==> config.mk <==
export PLATFORM = sky130hd
export DESIGN_NAME = regex_literal_scanner
export DESIGN_NICKNAME = d
export VERILOG_FILES = /design/src/rtl/core/rls_pkg.sv /design/src/rtl/core/regex_literal_scanner.sv /design/src/rtl/core/rls_step.sv /design/src/rtl/core/rls_queue.sv
export SDC_FILE = /design/constraint.sdc
export NUM_CORES = 1
export LEC_CHECK = 0
export BUFFER_PORTS_ARGS = -buffer_cell sky130_fd_sc_hd__buf_2
export CAP_MARGIN = 40
export CORE_MARGIN = 2
export CORE_UTILIZATION = 50
export CTS_BUF_LIST = sky130_fd_sc_hd__clkbuf_8
export DETAILED_ROUTE_END_ITERATION = 8
export GPL_TIMING_DRIVEN = 0
export PLACE_DENSITY = 0.68
export SYNTH_ARGS = -nofsm -noshare
export SYNTH_HDL_FRONTEND = slang
export SYNTH_SLANG_ARGS = --single-unit
==> constraint.sdc <==
create_clock -name clock -period 4.7 [get_ports clock]
set_input_delay 0.235 -clock clock [delete_from_list [all_inputs] [get_ports clock]]
set_output_delay 0.235 -clock clock [all_outputs]
set_load 0.05 [all_outputs]
==> src/rtl/core/rls_pkg.sv <==
// ----------------------------------------------------------------------------
// rls_pkg
// shared types, codes and character constants of the regex literal scanner
// ----------------------------------------------------------------------------
package rls_pkg;

   // scan states
   localparam logic [2:0] ST_IDLE      = 3'd0;
   localparam logic [2:0] ST_BODY      = 3'd1;
   localparam logic [2:0] ST_CLASS     = 3'd2;
   localparam logic [2:0] ST_ESC_BODY  = 3'd3;
   localparam logic [2:0] ST_ESC_CLASS = 3'd4;
   localparam logic [2:0] ST_FLAGS     = 3'd5;

   // result kinds
   localparam logic [1:0] KIND_PATTERN  = 2'd0;
   localparam logic [1:0] KIND_COMPLETE = 2'd1;
   localparam logic [1:0] KIND_UNTERM   = 2'd2;
   localparam logic [1:0] KIND_BAD_FLAG = 2'd3;

   // flag bits
   localparam logic [2:0] FLAG_G = 3'b001;
   localparam logic [2:0] FLAG_I = 3'b010;
   localparam logic [2:0] FLAG_M = 3'b100;

   // characters
   localparam logic [7:0] CH_G      = 8'h67;
   localparam logic [7:0] CH_I      = 8'h69;
   localparam logic [7:0] CH_M      = 8'h6d;
   localparam logic [7:0] CH_SLASH  = 8'h2f;
   localparam logic [7:0] CH_LBRACK = 8'h5b;
   localparam logic [7:0] CH_RBRACK = 8'h5d;
   localparam logic [7:0] CH_BSLASH = 8'h5c;
   localparam logic [7:0] CH_SEMI   = 8'h3b;
   localparam logic [7:0] CH_RBRACE = 8'h7d;
   localparam logic [7:0] CH_SPACE  = 8'h20;
   localparam logic [7:0] CH_TAB    = 8'h09;
   localparam logic [7:0] CH_CR     = 8'h0d;
   localparam logic [7:0] CH_LF     = 8'h0a;
   localparam logic [7:0] CH_COMMA  = 8'h2c;
   localparam logic [7:0] CH_RPAREN = 8'h29;
   localparam logic [7:0] CH_DOT    = 8'h2e;

   // most results one byte can cause, and result queue depth
   localparam int MAX_RESULTS = 3;
   localparam int QUEUE_DEPTH = 4;
   localparam int PTR_W       = $clog2(QUEUE_DEPTH);
   localparam int CNT_W       = $clog2(QUEUE_DEPTH + 1);
   localparam int NUM_W       = $clog2(MAX_RESULTS + 1);

   typedef struct packed {
      logic [1:0] kind;
      logic [7:0] out_byte;
      logic [2:0] flags;
      logic       byte_consumed;
      logic       last_of_run;
   } result_type;

   typedef struct packed {
      logic [NUM_W-1:0] num;
      result_type [MAX_RESULTS-1:0] res;
   } step_type;

   function automatic logic is_line_break(input logic [7:0] c);
      return (c == CH_LF) || (c == CH_CR);
   endfunction

   function automatic logic is_terminator(input logic [7:0] c);
      return (c == CH_SEMI) || (c == CH_SPACE) || (c == CH_TAB) || (c == CH_CR) ||
             (c == CH_LF) || (c == CH_COMMA) || (c == CH_RPAREN) ||
             (c == CH_RBRACK) || (c == CH_RBRACE) || (c == CH_DOT);
   endfunction

endpackage

==> src/rtl/core/regex_literal_scanner.sv <==
// ----------------------------------------------------------------------------
// regex_literal_scanner
// scans the bytes after the opening slash of a regular-expression literal
// ----------------------------------------------------------------------------
// usage
//   req_ channel: one source byte per beat, with req_first marking the first
//   byte of a new literal and req_end_of_text marking the last source byte
//   rsp_ channel: one result per beat; a byte gives zero to three results,
//   the last of them carrying rsp_last_of_run
//   results are registered in the result queue before they are offered;
//   later ones of the same byte follow in order
//   throughput: one byte per cycle while each byte gives at most one result and
//   the receiver takes every beat; the single-beat response port sets the rate,
//   so a byte with several results holds the output for one beat per result
//   req_ready is high while the four-entry result queue holds at most one
//   result, so with the receiver stalled req_ready drops as soon as two
//   results wait
//   reset: the scan goes idle, flags clear and the queue empties; in idle,
//   bytes not marked first are taken and dropped
// ----------------------------------------------------------------------------
module regex_literal_scanner (
   input  logic       clock,
   input  logic       reset,
   input  logic       req_valid,
   output logic       req_ready,
   input  logic [7:0] req_in_byte,
   input  logic       req_first,
   input  logic       req_end_of_text,
   output logic       rsp_valid,
   input  logic       rsp_ready,
   output logic [1:0] rsp_kind,
   output logic [7:0] rsp_out_byte,
   output logic       rsp_flag_global,
   output logic       rsp_flag_ignore_case,
   output logic       rsp_flag_multiline,
   output logic       rsp_byte_consumed,
   output logic       rsp_last_of_run
);
   import rls_pkg::*;

   logic [2:0] state_ff, state_in;
   logic [2:0] flags_ff, flags_in;
   logic       accept;
   step_type   step;
   result_type res;

   assign accept = req_valid && req_ready;

   // scan logic for the byte on the request port
   rls_step u_step (
      .state       (state_ff),
      .flags       (flags_ff),
      .in_byte     (req_in_byte),
      .first       (req_first),
      .end_of_text (req_end_of_text),
      .state_next  (state_in),
      .flags_next  (flags_in),
      .step        (step)
   );

   // scan state only moves on an accepted beat
   always_ff @(posedge clock) begin
      if (reset) begin
         state_ff <= ST_IDLE;
         flags_ff <= 3'b000;
      end else if (accept) begin
         state_ff <= state_in;
         flags_ff <= flags_in;
      end
   end

   // results wait here for the receiver
   rls_queue u_queue (
      .clock     (clock),
      .reset     (reset),
      .push      (accept),
      .step      (step),
      .room      (req_ready),
      .out_valid (rsp_valid),
      .out_ready (rsp_ready),
      .out_res   (res)
   );

   assign rsp_kind             = res.kind;
   assign rsp_out_byte         = res.out_byte;
   assign rsp_flag_global      = res.flags[0];
   assign rsp_flag_ignore_case = res.flags[1];
   assign rsp_flag_multiline   = res.flags[2];
   assign rsp_byte_consumed    = res.byte_consumed;
   assign rsp_last_of_run      = res.last_of_run;

endmodule

==> src/rtl/core/rls_step.sv <==
// ----------------------------------------------------------------------------
// rls_step
// next-state and result logic for one source byte
// ----------------------------------------------------------------------------
module rls_step (
   input  logic [2:0]        state,
   input  logic [2:0]        flags,
   input  logic [7:0]        in_byte,
   input  logic              first,
   input  logic              end_of_text,
   output logic [2:0]        state_next,
   output logic [2:0]        flags_next,
   output rls_pkg::step_type step
);
   import rls_pkg::*;

   logic [2:0] cur_state;
   logic [2:0] cur_flags;
   logic [2:0] bit_sel;
   logic       pre_bs;
   result_type r_pat;
   result_type r_unterm;
   result_type r_bad;
   result_type r_done;

   always_comb begin
      cur_state = first ? ST_BODY : state;
      cur_flags = first ? 3'b000 : flags;
      pre_bs    = (cur_state == ST_BODY) && (in_byte == CH_RBRACK);

      r_pat    = '{kind: KIND_PATTERN, out_byte: in_byte, flags: 3'b000,
                   byte_consumed: 1'b1, last_of_run: 1'b0};
      r_unterm = '{kind: KIND_UNTERM, out_byte: 8'h00, flags: 3'b000,
                   byte_consumed: 1'b1, last_of_run: 1'b0};
      r_bad    = '{kind: KIND_BAD_FLAG, out_byte: 8'h00, flags: 3'b000,
                   byte_consumed: 1'b1, last_of_run: 1'b0};
      r_done   = '{kind: KIND_COMPLETE, out_byte: 8'h00, flags: cur_flags,
                   byte_consumed: 1'b1, last_of_run: 1'b0};

      case (in_byte)
         CH_G:    bit_sel = FLAG_G;
         CH_I:    bit_sel = FLAG_I;
         CH_M:    bit_sel = FLAG_M;
         default: bit_sel = 3'b000;
      endcase

      state_next = cur_state;
      flags_next = cur_flags;
      step.num   = '0;
      step.res   = {MAX_RESULTS{r_unterm}};

      unique case (cur_state)
         ST_BODY, ST_CLASS, ST_ESC_BODY, ST_ESC_CLASS: begin
            if (is_line_break(in_byte)) begin
               step.res[0] = r_unterm;
               step.num    = NUM_W'(1);
               state_next  = ST_IDLE;
            end else if ((cur_state == ST_BODY) && (in_byte == CH_SLASH)) begin
               flags_next = 3'b000;
               if (end_of_text) begin
                  step.res[0]       = r_done;
                  step.res[0].flags = 3'b000;
                  step.num          = NUM_W'(1);
                  state_next        = ST_IDLE;
               end else begin
                  state_next = ST_FLAGS;
               end
            end else begin
               unique case (cur_state)
                  ST_BODY: begin
                     if (in_byte == CH_LBRACK) begin
                        state_next = ST_CLASS;
                     end else if (in_byte == CH_BSLASH) begin
                        state_next = ST_ESC_BODY;
                     end
                  end
                  ST_CLASS: begin
                     if (in_byte == CH_RBRACK) begin
                        state_next = ST_BODY;
                     end else if (in_byte == CH_BSLASH) begin
                        state_next = ST_ESC_CLASS;
                     end
                  end
                  ST_ESC_BODY:  state_next = ST_BODY;
                  default:      state_next = ST_CLASS;
               endcase
               // lone closing bracket gets a backslash in front
               if (pre_bs) begin
                  step.res[0]          = r_pat;
                  step.res[0].out_byte = CH_BSLASH;
                  step.res[1]          = r_pat;
               end else begin
                  step.res[0] = r_pat;
               end
               step.num = NUM_W'(1) + NUM_W'(pre_bs) + NUM_W'(end_of_text);
               if (end_of_text) begin
                  state_next = ST_IDLE;
               end
            end
         end
         ST_FLAGS: begin
            if (bit_sel != 3'b000) begin
               if ((cur_flags & bit_sel) != 3'b000) begin
                  step.res[0] = r_bad;
                  step.num    = NUM_W'(1);
                  state_next  = ST_IDLE;
               end else begin
                  flags_next = cur_flags | bit_sel;
                  if (end_of_text) begin
                     step.res[0]       = r_done;
                     step.res[0].flags = cur_flags | bit_sel;
                     step.num          = NUM_W'(1);
                     state_next        = ST_IDLE;
                  end
               end
            end else if (is_terminator(in_byte)) begin
               step.res[0]               = r_done;
               step.res[0].byte_consumed = 1'b0;
               step.num                  = NUM_W'(1);
               state_next                = ST_IDLE;
            end else begin
               step.res[0] = r_bad;
               step.num    = NUM_W'(1);
               state_next  = ST_IDLE;
            end
         end
         default: begin
            state_next = ST_IDLE;
         end
      endcase

      for (int i = 0; i < MAX_RESULTS; i++) begin
         step.res[i].last_of_run = (NUM_W'(i + 1) == step.num);
      end
   end

endmodule

==> src/rtl/core/rls_queue.sv <==
// ----------------------------------------------------------------------------
// rls_queue
// result queue: takes up to three results a cycle, hands out one per beat
// ----------------------------------------------------------------------------
module rls_queue (
   input  logic                         clock,
   input  logic                         reset,
   input  logic                         push,
   input  rls_pkg::step_type            step,
   output logic                         room,
   output logic                         out_valid,
   input  logic                         out_ready,
   output rls_pkg::result_type          out_res
);
   import rls_pkg::*;

   result_type       entry_ff [QUEUE_DEPTH];
   logic [PTR_W-1:0] wr_ptr_ff, wr_ptr_in;
   logic [PTR_W-1:0] rd_ptr_ff, rd_ptr_in;
   logic [CNT_W-1:0] count_ff, count_in;
   logic [NUM_W-1:0] add;
   logic             pop;

   assign pop       = out_valid && out_ready;
   assign add       = push ? step.num : '0;
   assign out_valid = (count_ff != '0);
   assign out_res   = entry_ff[rd_ptr_ff];
   // room for a worst-case byte even with no beat taken
   assign room      = (count_ff <= CNT_W'(QUEUE_DEPTH - MAX_RESULTS));

   always_comb begin
      wr_ptr_in = wr_ptr_ff + PTR_W'(add);
      rd_ptr_in = rd_ptr_ff + PTR_W'(pop);
      count_in  = count_ff + CNT_W'(add) - CNT_W'(pop);
   end

   always_ff @(posedge clock) begin
      if (reset) begin
         wr_ptr_ff <= '0;
         rd_ptr_ff <= '0;
         count_ff  <= '0;
      end else begin
         wr_ptr_ff <= wr_ptr_in;
         rd_ptr_ff <= rd_ptr_in;
         count_ff  <= count_in;
      end
   end

   always_ff @(posedge clock) begin
      for (int i = 0; i < MAX_RESULTS; i++) begin
         if (NUM_W'(i) < add) begin
            entry_ff[wr_ptr_ff + PTR_W'(i)] <= step.res[i];
         end
      end
   end

endmodule

# After elaboration in Yosys (flattened, before gate mapping)
# Memories as Yosys holds them, arrays and structs flattened. A register that Yosys moved wholly into a read port is not among the register bits.
# Cells that the tools add are included.
[classes]
add_sub_neg = 8
n_reduce_logical = 18
bitwise_logic = 2
n_lt_le_gt_ge = 4
mux = 48
eq_ne = 24
[op_table]
columns = ["cell", "count"]
rows = [
  ["15-bit 2-to-1 mux", 11],
  ["8-bit by 7-bit equality test with 1-bit output, second input constant", 7],
  ["3-bit 2-to-1 mux", 17],
  ["8-bit by 6-bit equality test with 1-bit output, second input constant", 6],
  ["15-bit one-hot mux with 2 select lines", 1],
  ["8-bit by 4-bit equality test with 1-bit output, second input constant", 3],
  ["3-bit one-hot mux with 3 select lines", 2],
  ["13-bit 2-to-1 mux", 1],
  ["3-bit one-hot mux with 2 select lines", 2],
  ["1-bit logical OR", 10],
  ["1-bit 2-to-1 mux", 9],
  ["3-bit nonzero test", 3],
  ["2-bit 2-to-1 mux", 4],
  ["3-bit by 2-bit equality test with 1-bit output, second input constant", 2],
  ["3-bit equality test, second input constant", 2],
  ["2-bit by 1-bit adder with 2-bit output", 2],
  ["2-bit equality test, first input constant", 2],
  ["1-bit logical AND", 4],
  ["1-bit by 2-bit < comparator with 1-bit output, first input constant", 2],
  ["2-bit one-hot mux with 2 select lines", 1],
  ["4-bit OR reduction", 1],
  ["3-bit by 2-bit adder with 3-bit output", 1],
  ["3-bit AND", 1],
  ["3-bit by 1-bit equality test with 1-bit output, second input constant", 1],
  ["other kinds (9)", 9],
]
[totals]
mem_bits_rw = 60
input_bits = 14
memories = 1
regBits = 13
out_inout_bits = 17
[memory_table]
columns = ["name", "depth", "word_bits", "read_ports", "rd_clocked_by_memory_dff", "write_ports", "line_no", "text"]
rows = [
  ["u_queue.entry_ff", 4, 15, 1, 1, 3, "rls_queue.sv:17", "result_type entry_ff [QUEUE_DEPTH];"],
]

# Longest topological paths before layout
# Gate-level depths: netlist of the first run.
[depth]
word_depth = 13
ltp_mapped = 17
mapped_depth_nobuf = 15

# Modules after synthesis
# A second synthesis of the first run with hierarchy kept.
[hier_totals]
hier_cells = 451
area_unflattened_um2 = 5666.7
[by_module_without_submodules]
columns = ["mod", "instances", "cells_per_inst", "area_per_inst_um2"]
rows = [
  ["rls_queue", 1, 272, 4359.2],
  ["rls_step", 1, 152, 1041.0],
  ["regex_literal_scanner", 1, 27, 266.5],
]

# Worst setup path before layout of the first run
# No wires, ideal clock.
[synth_timing]
kind = "input-to-reg"
from = "input port req_in_byte[2]"
to = "register u_queue.count_ff[2]"
required_time_ps = 4572
arrival_time_ps = 3182
setup_time_ps = 128
setup_slack_ps = 1390
cell_stages = 16
cell_sequence = "buf_2 > clkbuf_1 > nand2_1 > nor3_1 > o211a_1 > inv_1 > ha_1 > inv_1 > nand4_1 > nor2_4 > inv_2 > ha_1 > fa_1 > xnor2_1 > xnor2_1 > nor2_1"
[synth_between]
elab_chain_cells = 10
[synth_lines]
columns = ["item", "line_no", "text"]
rows = [
  ["start, declared", "regex_literal_scanner.sv:26", "input logic [7:0] req_in_byte,"],
  ["8-bit by 7-bit equality test with 1-bit output (on tied branches)", "rls_step.sv:29, rls_step.sv:40", ""],
  ["1-bit logical AND / 3-bit one-hot mux with 3 select lines (equally long branches)", "rls_step.sv:29, rls_step.sv:40", ""],
  ["1-bit by 1-bit adder with 2-bit output / 3-bit AND (equally long branches)", "rls_step.sv:95, rls_step.sv:103", ""],
  ["2-bit by 1-bit adder with 2-bit output / 3-bit nonzero test (equally long branches)", "rls_step.sv:95, rls_step.sv:103", ""],
  ["2-bit 2-to-1 mux / 1-bit 2-to-1 mux (equally long branches)", "rls_step.sv:58, rls_step.sv:103", ""],
  ["2-bit 2-to-1 mux / 1-bit 2-to-1 mux (equally long branches)", "rls_step.sv:54, rls_step.sv:102", ""],
  ["2-bit one-hot mux with 2 select lines (*)", "rls_step.sv:52", "unique case (cur_state)"],
  ["2-bit 2-to-1 mux (*)", "rls_queue.sv:25", "assign add = push ? step.num : '0;"],
  ["3-bit by 2-bit adder with 3-bit output (*)", "rls_queue.sv:34", "count_in = count_ff + CNT_W'(add) - CNT_W'(pop);"],
  ["3-bit by 1-bit subtractor with 3-bit output (*)", "rls_queue.sv:34", ""],
  ["end signal, assigned", "rls_queue.sv:45", "count_ff <= count_in;"],
  ["end, declared", "rls_queue.sv:20", "logic [CNT_W-1:0] count_ff, count_in;"],
]
# Every way passes the cells marked *; elsewhere a longest branch is shown, timed or not.
# A chain may end at the register's enable or synchronous reset.

# Worst setup path after layout of the first run
# Same ends and word-level chain as after synthesis.

==> results.sh, run 1 <==
export IMPL_status="completed"
export IMPL_cp_max_fo=10
export IMPL_grt_pass1_wl_um=18300
export IMPL_synth_top_cells_by_count="nand2_1 (72), dfxtp_1 (69), nor2_1 (35), a21oi_1 (28), nand3_1 (21)"
export IMPL_nets=516
export IMPL_wl_per_cell_um=18.9
export IMPL_track_usage=0.274
export IMPL_globalplace_congestion=1.03
export IMPL_clk_pin_slew_worst_paths_ns=0.09
export IMPL_synth_edf_count=4
export IMPL_vdd_ir_drop_worst_mv=0.352
export IMPL_finalClockSkew_ns=0.0109
export IMPL_min_path_cells=2
export IMPL_r2r_slack_ns=1.28
export IMPL_pwr_share_comb=0.400
export IMPL_pwr_share_clk=0.219
export IMPL_initial_core_util=0.519
export IMPL_power_density_nw_per_um2=485
export IMPL_slew_headroom=0.459
export IMPL_firstDrtPassIters=5
export IMPL_yosys_cell_count_top_type="nand2_1"
export IMPL_critPathKind="in2reg"
export IMPL_grt_pass1_vias=3486
export IMPL_cts_tree="done"
export IMPL_fin_crit_sh=0.777
export IMPL_synth_top_area_cell="dfxtp_1"
export IMPL_slew_violations=0
export IMPL_r2r_start="state_ff[0]$_SDFFE_PP0P_"
export IMPL_worst_r2r_path_depth=13
export IMPL_clock_latency_ns=0.36
export IMPL_cp_arrival_ns=3.89
export IMPL_h_tree_depth=3
export IMPL_max_freq_mhz=274
export IMPL_async_flop_share=0
export IMPL_die_height_um=93.8
export IMPL_hold_viol=0
export IMPL_ys_types=70
export IMPL_antenna_left=0
export IMPL_drt_iter0_markers=376
export IMPL_worst_slew_pin_slew_ns=0.811
export IMPL_area_delta_synth_final_pct=11.6
export IMPL_clockBufferDepth=2
export IMPL_synth_avg_cell_area_um2=8.88
export IMPL_hp_start="reset"
export IMPL_die_area_um2=8790
export IMPL_multi_input_area_um2=2340
export IMPL_dp_hpwl_um=8360
export IMPL_hp_class="in2reg"
export IMPL_cts_hold_buf=0
export IMPL_die_x_um=93.8
export IMPL_ys_flop_type="dfxtp_1"
export IMPL_yosys_area_top_type_share=0.343
export IMPL_post_cts_buffers=0
export IMPL_synth_nets=475
export IMPL_worstSetupStartpointType="input pin"
export IMPL_endpoint_kind="flop"
export IMPL_vias_per_cell=6.18
export IMPL_antenna_found_initial=0
export IMPL_syn_area_um2=4030
export IMPL_cts_resized=0
export IMPL_grt_overflow=0
export IMPL_leakagePower_nw=1.74
export IMPL_routed_wl_um=11400
export IMPL_drive_gt1_frac=0.178
export IMPL_p_switching_uw=901
export IMPL_ys_seq_elements=73
export IMPL_ys_warn_count=0
export IMPL_holdPathEnd="u_queue.rd_ptr_ff[0]$_SDFF_PP0_"
export IMPL_finalSetupTns_ns=0
export IMPL_rsz0062_at_grt="no"
export IMPL_r2r_end="u_queue.count_ff[2]$_SDFF_PP0_"
export IMPL_switching_share=0.413
export IMPL_io_buffers=29
export IMPL_drv_cap=0
export IMPL_vias=3720
export IMPL_numCtsBuffers=9
export IMPL_clock_sinks=73
export IMPL_worstPathRequired_ns=4.94
export IMPL_p_int_mw=1.28
export IMPL_netlist_instances=454
export IMPL_fill_cells=723
export IMPL_io_pins=31
export IMPL_drc=0
export IMPL_grt_max_degree=16
export IMPL_rows=32
export IMPL_coreArea_um2=7770
export IMPL_regArea_um2=1500
export IMPL_yosysSeqAreaShare=0.373
export IMPL_root_buffer="clkbuf_8"
export IMPL_netlist_top_cells_area="dfxtp_1 (34%), mux4_2 (8.4%), nand2_1 (6.7%), a21oi_1 (3.5%), nor2_1 (3.3%)"
export IMPL_seqPwrFrac=0.381
export IMPL_diodes=0
export IMPL_finalSetupViolCount=0
export IMPL_fin_crit_ns=3.65
export IMPL_post_route_util=0.579
## cell families after synthesis
group,after synthesis,synth area share
AND/OR/NAND/NOR,191,0.239
flip-flops,73,0.373
adder cells (fa/ha/maj),8,0.0261
AO/OA/AOI/OAI,112,0.205
XOR/XNOR,7,0.0152
multiplexers,20,0.0962
buffers and inverters,43,0.0456
## registers in the layout, summed over array words and instances (netlist names)
register	flops
u_queue.rd_ptr_ff	2
u_queue.entry_ff	60
u_queue.wr_ptr_ff	2
flags_ff	3
state_ff	3
u_queue.count_ff	3
## power groups by stage
stage               Combinational, mW  Sequential, mW  Clock, mW
CTS                             0.878           0.828      0.482
floorplan                       0.700           0.818          0
detailed placement              0.876           0.841          0
finish                          0.873           0.832      0.477
global placement                0.857           0.836          0
global route                    0.949           0.841      0.505
## critical path, stage by stage
cell and delay, ns:
buf_2 0.08, buf_2 0.18, clkbuf_1 0.41, nand2_1 0.13, nor3_1 0.28, o211a_1 0.27
inv_1 0.10, ha_1 0.18, inv_1 0.07, nand4_1 0.33, nor2_4 0.34, inv_2 0.13
ha_1 0.33, fa_1 0.43, xnor2_1 0.19, xnor2_1 0.14, nor2_1 0.05
## per-layer routing
layer	vias up	global-route usage	wire, µm
met1	1761	0.364	5010
met2	162	0.443	5250
li1	1769	-	-
met5	-	0	0
met3	28	0.0602	856
met4	0	0.0906	252
## worst max-delay path by stage
stage | start | endpoint | slack [ns] | cells past startpoint
floorplan | req_in_byte[2] | u_queue.count_ff[2]$_SDFF_PP0_ | 1.39 | 16
detailed placement | req_in_byte[2] | u_queue.count_ff[2]$_SDFF_PP0_ | 0.71 | 17
CTS | req_in_byte[2] | u_queue.count_ff[2]$_SDFF_PP0_ | 1.09 | 17
global route | req_in_byte[2] | u_queue.count_ff[2]$_SDFF_PP0_ | 0.68 | 17
finish | req_in_byte[2] | u_queue.count_ff[2]$_SDFF_PP0_ | 1.05 | 17
global placement | req_in_byte[2] | u_queue.count_ff[2]$_SDFF_PP0_ | 0.72 | 17
## placed cells by master (no fill, tap or decap), drive strengths merged, types with 4 or more instances in the layout
| master | n |
|---|---|
| edfxtp | 4 |
| mux2i | 5 |
| nor3 | 9 |
| and2 | 9 |
| a221oi | 4 |
| a22o | 4 |
| inv | 17 |
| a32o | 7 |
| nand2 | 72 |
| nor2b | 9 |
| a31oi | 4 |
| a211oi | 7 |
| nand3 | 21 |
| buf | 43 |
| a21oi | 30 |
| o211ai | 6 |
| mux4 | 15 |
| nor2 | 37 |
| o21ai | 15 |
| xnor2 | 7 |
| clkbuf | 25 |
| nand3b | 5 |
| o22ai | 4 |
| dfxtp | 69 |
| a21o | 4 |
| ha | 6 |
## stage by stage
stage / cell area [µm²] / std cells / hold slack [ns] / setup WS, ns / power (mW)
after global placement: 4300 / 585 / 0.433 / 0.716 / 1.69
after global routing: 4500 / 602 / 0.0807 / 0.680 / 2.30
final: 4500 / 602 / 0.0699 / 1.05 / 2.18
after CTS: 4500 / 602 / 0.0661 / 1.09 / 2.19
after detailed placement: 4310 / 586 / 0.442 / 0.708 / 1.72
after floorplan: 4030 / 454 / 0.307 / 1.39 / 1.52
## cell type report
| cell class | count | share of cell area |
|---|---|---|
| buffer | 29 | 0.0292 |
| sequential | 73 | 0.334 |
| clock buffer | 9 | 0.0275 |
| inverter | 14 | 0.0117 |
| multi-input combinational | 338 | 0.521 |
| tap | 102 | 0.0284 |
| clock inverter | 7 | 0.0136 |
| timing repair buffer | 30 | 0.0348 |
Note: power is estimated with default switching activity, not from simulation.
==> run 2, diff against run 1 <==
==> constraint.sdc (replaced) <==
create_clock -name clock -period 3.6 [get_ports clock]
set_input_delay 0.18 -clock clock [delete_from_list [all_inputs] [get_ports clock]]
set_output_delay 0.18 -clock clock [all_outputs]
set_load 0.05 [all_outputs]
==> results.sh, run 2 (synthesis results as in run 1) <==
export IMPL_status="completed"
export IMPL_coreArea_um2=7770
export IMPL_drv_cap=0
export IMPL_fin_crit_sh=0.887
export IMPL_critPathKind="in2reg"
export IMPL_holdPathEnd="u_queue.rd_ptr_ff[0]$_SDFF_PP0_"
export IMPL_hold_viol=0
export IMPL_endpoint_kind="flop"
export IMPL_place_inst=586
export IMPL_grt_overflow=0
export IMPL_slew_headroom=0.465
export IMPL_leakagePower_nw=1.75
export IMPL_die_height_um=93.8
export IMPL_io_pins=31
export IMPL_clock_sinks=73
export IMPL_dp_hpwl_um=8360
export IMPL_hp_start="reset"
export IMPL_final_common_cell="nand2_1"
export IMPL_grt_use_met3=0.0602
export IMPL_registers_top_by_ff_count="u_queue.entry_ff"
export IMPL_finalClockSkew_ns=0.00941
export IMPL_vdd_ir_drop_worst_mv=0.459
export IMPL_slew_violations=0
export IMPL_track_usage=0.274
export IMPL_hp_class="in2reg"
export IMPL_worst_slew_pin_slew_ns=0.802
export IMPL_root_buffer="clkbuf_8"
export IMPL_grt_util_met1=0.364
export IMPL_globalplace_congestion=1.03
export IMPL_grt_pass1_vias=3486
export IMPL_numCtsBuffers=9
export IMPL_whs_ns=0.0158
export IMPL_vias_per_cell=6.17
export IMPL_rows=32
export IMPL_fill_cells=722
export IMPL_min_path_cells=2
export IMPL_die_area_um2=8790
export IMPL_finalSetupViolCount=0
export IMPL_r2r_end="u_queue.count_ff[2]$_SDFF_PP0_"
export IMPL_cp_max_fo=10
export IMPL_use_met2=0.443
export IMPL_area_delta_synth_final_pct=12.0
export IMPL_r2r_start="state_ff[0]$_SDFFE_PP0P_"
export IMPL_worstPathRequired_ns=3.84
export IMPL_fin_cells=603
export IMPL_nets=517
export IMPL_cts_tree="done"
export IMPL_initial_core_util=0.519
export IMPL_wl_per_cell_um=18.9
export IMPL_drt_iter0_markers=381
export IMPL_grt_max_degree=16
export IMPL_drc=0
export IMPL_r2r_slack_ns=0.41
export IMPL_clockBufferDepth=2
export IMPL_clk_pin_slew_worst_paths_ns=0.09
export IMPL_cts_hold_buf=0
export IMPL_drive_gt1_frac=0.184
export IMPL_io_buffers=29
export IMPL_antenna_left=0
export IMPL_rsz0062_at_grt="no"
export IMPL_clock_latency_ns=0.36
export IMPL_diodes=0
export IMPL_h_tree_depth=3
export IMPL_grt_pass1_wl_um=18300
export IMPL_firstDrtPassIters=5
export IMPL_fin_crit_ns=3.19
export IMPL_worstSetupStartpointType="input pin"
export IMPL_routed_wl_um=11400
export IMPL_final_cell_mix="nand2_1 (72), dfxtp_1 (69), buf_2 (38)"
export IMPL_power_density_nw_per_um2=631
export IMPL_post_route_util=0.581
export IMPL_die_x_um=93.8
export IMPL_antenna_found_initial=0
export IMPL_worst_r2r_path_depth=14
export IMPL_largest_register_ffs=60
export IMPL_vias=3718
export IMPL_max_freq_mhz=313
export IMPL_cp_arrival_ns=3.43
export IMPL_top_usage_layer="met2"
==> run 2: cell types whose count changed in the layout (fill, tap and decap cells not counted) <==
cell and change:
buf_4 +2, clkbuf_1 -2, clkbuf_2 +1
==> run 2: repair_timing <==
action                     in CTS  in global routing
setup endpoints to repair       0                 19
setup buffers                   0                  2
resized for setup               0                  2
hold endpoints to repair        0                  0
==> run 2: critical path, stage by stage <==
cell and delay [ns]:
buf_2 0.13, clkbuf_1 0.37, nand2_1 0.13, nor3_1 0.27, o211a_1 0.26, inv_1 0.10
ha_1 0.18, inv_1 0.07, nand4_1 0.07, buf_4 0.18, nor2_4 0.22, inv_2 0.12
ha_1 0.33, fa_1 0.43, xnor2_1 0.19, xnor2_1 0.14, nor2_1 0.05
==> run 2: routing by layer <==
| metal | wire (µm) | share of wire | vias up |
|---|---|---|---|
| met5 | 0 | 0 | - |
| li1 | - | - | 1769 |
| met3 | 869 | 0.076 | 25 |
| met1 | 4940 | 0.43 | 1766 |
| met4 | 225 | 0.020 | 0 |
| met2 | 5330 | 0.47 | 158 |
==> run 2: worst max-delay path by stage <==
stage                                    from                        endpoint  slack [ns]
6_report                       req_in_byte[3]  u_queue.count_ff[2]$_SDFF_PP0_        0.41
5_1_grt                        req_in_byte[3]  u_queue.count_ff[2]$_SDFF_PP0_        0.11
4_1_cts                        req_in_byte[2]  u_queue.count_ff[2]$_SDFF_PP0_        0.04
3_5_place_dp                   req_in_byte[2]  u_queue.count_ff[2]$_SDFF_PP0_       -0.34
3_3_place_gp                   req_in_byte[2]  u_queue.count_ff[2]$_SDFF_PP0_       -0.33
2_1_floorplan  u_queue.count_ff[1]$_SDFF_PP0_  u_queue.count_ff[2]$_SDFF_PP0_        0.33
==> run 2: metrics by stage <==
step           setup slack (ns)  power (mW)  TNS (ns)  instance area (µm²)
3_5_place_dp             -0.337        2.24     -1.74                 4310
3_3_place_gp             -0.329        2.21     -2.02                 4300
2_1_floorplan             0.335        1.98         0                 4030
6_report                  0.406        2.85         0                 4510
5_1_grt                   0.110        3.00         0                 4510
4_1_cts                  0.0410        2.86         0                 4500
==> run 2: final cells by class <==
class                           count  area (µm²)  area share
Sequential cell                    73        1500       0.333
Timing Repair Buffer               32         171      0.0380
Clock buffer                        9         124      0.0275
Multi-Input combinational cell    338        2340       0.520
Inverter                           14        52.6      0.0116
Buffer                             28         129      0.0286
Tap cell                          102         128      0.0283
Clock inverter                      7        61.3      0.0136
==> run 2: report_power, final <==
part | internal [mW] | total [mW] | switching (mW)
Sequential | 0.993 | 1.08 | 0.0915
Clock | 0.265 | 0.621 | 0.357
Combinational | 0.417 | 1.14 | 0.726
Total | 1.67 | 2.85 | 1.17
